--- config.mk ---
export PLATFORM = sky130hd
export DESIGN_NAME = sfwdf_front
export DESIGN_NICKNAME = d
export VERILOG_FILES = /design/src/sv/sfwdf_pkg.sv /design/src/sv/sfwdf_front.sv
export SDC_FILE = /design/constraint.sdc
export NUM_CORES = 1
export LEC_CHECK = 0
export ABC_AREA = 1
export ABC_CLOCK_PERIOD_IN_PS = 4600
export BUFFER_PORTS_ARGS = -buffer_cell sky130_fd_sc_hd__buf_4
export CORE_MARGIN = 1.5
export CORE_UTILIZATION = 45
export DETAILED_ROUTE_END_ITERATION = 8
export PLACE_DENSITY_LB_ADDON = 0.12
export SLEW_MARGIN = 15
export SYNTH_ARGS = -nofsm -noshare
export SYNTH_HDL_FRONTEND = slang
export SYNTH_SLANG_ARGS = --single-unit
export TNS_END_PERCENT = 50
--- constraint.sdc ---
create_clock -name i_clk -period 4.6 [get_ports i_clk]
set_input_delay 0.46 -clock i_clk [delete_from_list [all_inputs] [get_ports i_clk]]
set_output_delay 0.46 -clock i_clk [all_outputs]
set_load 0.02 [all_outputs]
--- src/sv/sfwdf_pkg.sv ---
// Shared types, constants and helper functions for the signed fixed-width
// decimal formatter. No dependencies; imported by every other file.
package sfwdf_pkg;

    // Default largest digit field
    localparam int MAX_WIDTH_DEF = 9;

    // Field widths
    localparam int VAL_W      = 32;
    localparam int FLD_W      = 4;
    localparam int CHAR_W     = 8;
    localparam int IN_TDATA_W = 48;

    // Remainder width: a value that fits the field is below 10^9 < 2^30
    localparam int REM_W = 30;

    // Divide by ten as multiply by reciprocal, then shift
    localparam logic [31:0] RECIP10     = 32'hCCCC_CCCD;
    localparam int          RECIP_SHIFT = 35;
    localparam int          PROD_W      = REM_W + 32;
    localparam int          QUO_W       = PROD_W - RECIP_SHIFT;

    // ASCII codes
    localparam logic [CHAR_W-1:0] CH_DOT   = 8'h2E;
    localparam logic [CHAR_W-1:0] CH_X     = 8'h78;
    localparam logic [CHAR_W-1:0] CH_MINUS = 8'h2D;
    localparam logic [CHAR_W-1:0] CH_SPACE = 8'h20;
    localparam logic [CHAR_W-1:0] CH_ZERO  = 8'h30;

    // Per-word controls carried down the pipeline
    typedef struct packed {
        logic             neg;
        logic [FLD_W-1:0] w;
        logic [FLD_W-1:0] k;
        logic             zp;
        logic             bad;
        logic             ovf;
    } t_ctrl;

    // Field limit 10^n
    function automatic logic [VAL_W-1:0] pow10(input logic [FLD_W-1:0] n);
        logic [VAL_W-1:0] r;
        case (n)
            4'd0:    r = 32'd1;
            4'd1:    r = 32'd10;
            4'd2:    r = 32'd100;
            4'd3:    r = 32'd1000;
            4'd4:    r = 32'd10000;
            4'd5:    r = 32'd100000;
            4'd6:    r = 32'd1000000;
            4'd7:    r = 32'd10000000;
            4'd8:    r = 32'd100000000;
            4'd9:    r = 32'd1000000000;
            default: r = 32'hFFFF_FFFF;
        endcase
        return r;
    endfunction

endpackage

--- src/sv/sfwdf_front.sv ---
// Front stage: unpacks the input word, takes the magnitude and decides the
// out-of-range and overflow cases. Depends on sfwdf_pkg.
module sfwdf_front #(
    parameter int MAX_WIDTH = sfwdf_pkg::MAX_WIDTH_DEF
) (
    input  logic                         i_clk,
    input  logic                         i_rst_n,
    input  logic                         i_valid,
    output logic                         o_ready,
    input  logic [sfwdf_pkg::VAL_W-1:0]  i_value,
    input  logic [sfwdf_pkg::FLD_W-1:0]  i_width,
    input  logic [sfwdf_pkg::FLD_W-1:0]  i_frac_digits,
    input  logic                         i_zero_pad,
    output logic                         o_valid,
    input  logic                         i_ready,
    output sfwdf_pkg::t_ctrl             o_ctrl,
    output logic [sfwdf_pkg::REM_W-1:0]  o_rem
);
    import sfwdf_pkg::*;

    logic             r_v;
    t_ctrl            r_ctrl;
    logic [REM_W-1:0] r_rem;
    t_ctrl            n_ctrl;
    logic [VAL_W-1:0] n_mag;

    assign o_ready = !r_v || i_ready;

    // Magnitude and range decisions
    always_comb begin
        n_ctrl.neg = i_value[VAL_W-1];
        n_mag      = n_ctrl.neg ? (VAL_W'(0) - i_value) : i_value;
        n_ctrl.w   = i_width;
        n_ctrl.k   = i_frac_digits;
        n_ctrl.zp  = i_zero_pad;
        n_ctrl.bad = (i_width == '0) || (i_width > FLD_W'(MAX_WIDTH));
        n_ctrl.ovf = (n_mag >= pow10(i_width)) || (i_frac_digits > i_width);
    end

    always_ff @(posedge i_clk) begin
        if (!i_rst_n) begin
            r_v <= 1'b0;
        end else if (o_ready) begin
            r_v <= i_valid;
        end
    end

    always_ff @(posedge i_clk) begin
        if (i_valid && o_ready) begin
            r_ctrl <= n_ctrl;
            r_rem  <= n_mag[REM_W-1:0];
        end
    end

    assign o_valid = r_v;
    assign o_ctrl  = r_ctrl;
    assign o_rem   = r_rem;

endmodule

==> reports/qor.txt <==
Outcome -> finished, final reports clean
Slew HR -> 69.7%
Distinct cell type count after synthesis -> 39
Routed WL per cell -> 14.0 um
Mean Syn Cell Area -> 8.43 um^2
Nets -> 577
H-tree depth -> 2
Post-route DRC -> 0
Cell-internal power -> 0.780 mW
MaxCap Viol Count -> 0
Period utilisation layout -> 54.6%
Post-Synth Simple-Gate Area -> 24.0%
Synth Area in Adders -> 15.7%
GRT overflow -> 0
Via density -> 5.06
Crit. End Element -> register
Fin util -> 58.6%
Largest net degree at the start of global routing -> 32
Antenna diode count -> 0
Reg-to-Reg Start -> o_valid$_SDFFE_PN0N_
Crit Path Max Fanout -> 7
Unrepaired setup endpoints after global routing -> no
Reg2Reg Depth -> 2
Register bit total from synthesis -> 43
Clk_skew -> 0.00431 ns
Power share of the combinational group -> 30.3%
TritonCTS Buffers -> 5
Post-synthesis mux area share -> 0%
Worst path setup slack after routing -> 2.09 ns
Max VDD drop -> 0.122 mV
Total setup buffers inserted after CTS -> 0
F_max -> 0.398 GHz
Starting Density -> 46.3%
Initial DRT Pass Iterations -> 4
Primary FF master, synth -> edfxtp_1
Area Growth Syn to Fin -> 26.6%
Synth async-reset ratio -> 0%
Synthesized area -> 3360 um^2
Fillers -> 664
Multi-input logic area -> 1860 um^2
Main combinational cell family by area after synthesis -> simple AND/OR/NAND/NOR gates
Xor/xnor cell area share of the yosys netlist -> 5.96%
Starting DRT DRC Count -> 155
Via Count -> 2986
Synth top cells by count -> 87 x nand2_1, 49 x inv_1, 48 x nor2_1, 42 x edfxtp_1, 42 x ha_1
Slew Limit Fails -> 0
Total power -> 1.13 mW
Initial antenna violation count -> 0
Antenna viol nets, final -> 0
Switching Fraction -> 31.0%
Num rows -> 31
TritonCTS clock tree -> yes
Critical path class -> in -> reg
Top-count cell post-synth -> nand2_1
Sequential Power Share -> 42.2%
LEAKAGE -> 2.07 nW
Clock Pin Slew Worst Setup and Hold Paths -> 0.09 ns
Clock root buffer -> clkbuf_8
GRT Resource Usage Total -> 21.6%
Register area share after synthesis -> 38.2%
Ys Warns -> 0
Die width -> 89.4 um
HPWL Detailed -> 6.86 mm
R2R Setup Slk -> 3.01 ns
CP Launch Type -> input pin
Port-buffer cells -> 88
Setup TNS -> 0 ns
Crit path launch -> i_value[0]
Clk buf depth -> 2
Crit path to -> o_ctrl[0]$_DFFE_PP_
Minimum clock period after layout -> 2.51 ns
Hold crit path type -> in -> reg
Post-synth EDFFs -> 42
RD Place Congestion -> 0.885
First-pass GRT wire length -> 12.8 mm
Die height -> 89.4 um
Share of cells above drive strength 1 -> 24.6%
WP data required -> 4.67 ns
Hold Buf Count CTS -> 0
Clk network pwr share -> 27.5%
CORE AREA -> 7250 um^2
Placement Cell Area -> 4130 um^2
Sequential Area -> 1280 um^2
Worst EP arrival -> 2.58 ns
Pwr Density -> 266 nW/um^2
Clock Sink Count -> 43
Post-synthesis compound-gate area fraction -> 9.36%
Final count of negative-setup-slack endpoints -> 0
Worst-Margin Slew -> 0.454 ns
Vias in the first global route -> 2721
PostCTS Resize Cnt -> 0
Die footprint -> 7990 um^2
Final Instance Area -> 4250 um^2
Final hold vios -> 0
IO Pins -> 89
Synth area leader -> edfxtp_1
Most area-consuming cells after synthesis -> edfxtp_1 38%, ha_1 16%, nand2_1 9.7%, inv_1 5.5%, nor2_1 5.4%
Post-Synthesis Cells -> 398
Post-synthesis net count -> 485
Post-synth top area share -> 37.6%
Pre-CTS setup slack -> 1.78 ns
Switching pwr -> 0.351 mW
Worst reg2reg path endpoint -> o_rem[2]$_DFFE_PP_
Clock insertion delay at the later pin of the skew report -> 0.30 ns
DRT Wirelength -> 8.25 mm
-- kinds of logic (layout without fill, tap and decap cells) --
group,Yosys count,in the layout
and+or+nand+nor,177,177
buffers and inverters,58,151
AOI/OAI and AO/OA,56,56
DFF,43,43
adders and majority gates,42,42
xor gates and xnor gates,22,22
-- metal layers --
layer	vias up	routed length [um]	GRT usage, %
met5	-	0	0
met4	0	166	7.41
met3	11	493	3.14
met2	95	3810	35.1
met1	1369	3780	29.6
li1	1511	-	-
-- power groups by stage --
stage,clock (mW),sequential [mW],combinational [mW]
floorplan,0,0.524,0.168
global placement,0,0.486,0.331
detailed placement,0,0.486,0.341
CTS,0.316,0.478,0.343
global route,0.328,0.480,0.383
finish,0.311,0.477,0.342
-- layout make-up --
| class | instances | share of cell area [%] |
|---|---|---|
| clock buffers | 6 | 1.94 |
| clock inverters | 2 | 0.824 |
| inverters | 54 | 4.77 |
| multi-input cells | 297 | 43.7 |
| flip-flops and latches | 43 | 30.1 |
| well taps | 99 | 2.91 |
| repair buffers | 89 | 15.7 |
-- how the worst min path moves through the flow --
stage                         startpoint                    to  slack, ns  cells after the start
floorplan                     i_width[3]  o_ctrl[10]$_DFFE_PP_       0.56                      0
global placement    o_valid$_SDFFE_PN0N_  o_valid$_SDFFE_PN0N_       0.54                      2
detailed placement  o_valid$_SDFFE_PN0N_  o_valid$_SDFFE_PN0N_       0.56                      2
CTS                           i_zero_pad   o_ctrl[2]$_DFFE_PP_       0.33                      1
global route                  i_zero_pad   o_ctrl[2]$_DFFE_PP_       0.32                      1
finish                        i_zero_pad   o_ctrl[2]$_DFFE_PP_       0.33                      1
-- placed cells by master, fill, tap and decap left out, drive strengths merged --
cell type,n
a21oi,23
buf,89
nand3,18
nor3b,1
nor4,1
o31ai,3
o21a,1
inv,53
ha,42
a22oi,1
clkinv,2
nor3,1
or2,3
dfxtp,1
clkbuf,6
xor2,17
o22ai,2
edfxtp,42
bufinv,1
nand2,91
a21boi,1
nor2,55
a21o,2
o21ai,23
nand4,7
xnor2,5
-- flip-flops by register name (all words and copies together) (netlist names) --
signal,flops
o_valid,1
o_rem,30
o_ctrl,12
-- worst max-delay path, cell delays in order --
cell	delay (ns)
buf_4	0.12
inv_1	0.12
ha_1	0.24
nand2_4	0.09
nor2_8	0.16
nand3_4	0.10
o21ai_4	0.16
nand2_1	0.07
nand2_1	0.06
nand2_1	0.10
ha_1	0.32
nand2_1	0.09
a21oi_1	0.04
o21ai_0	0.16
nand4_1	0.11
nor2_1	0.11
nand2_1	0.06
-- per-stage QoR --
stage / hold slack (ns) / cells
after floorplan: 0.559 / 398
after detailed placement: 0.557 / 582
final: 0.332 / 590
after CTS: 0.328 / 590
after global placement: 0.543 / 582
after global routing: 0.321 / 590
Power figures use the tool's default switching activity.
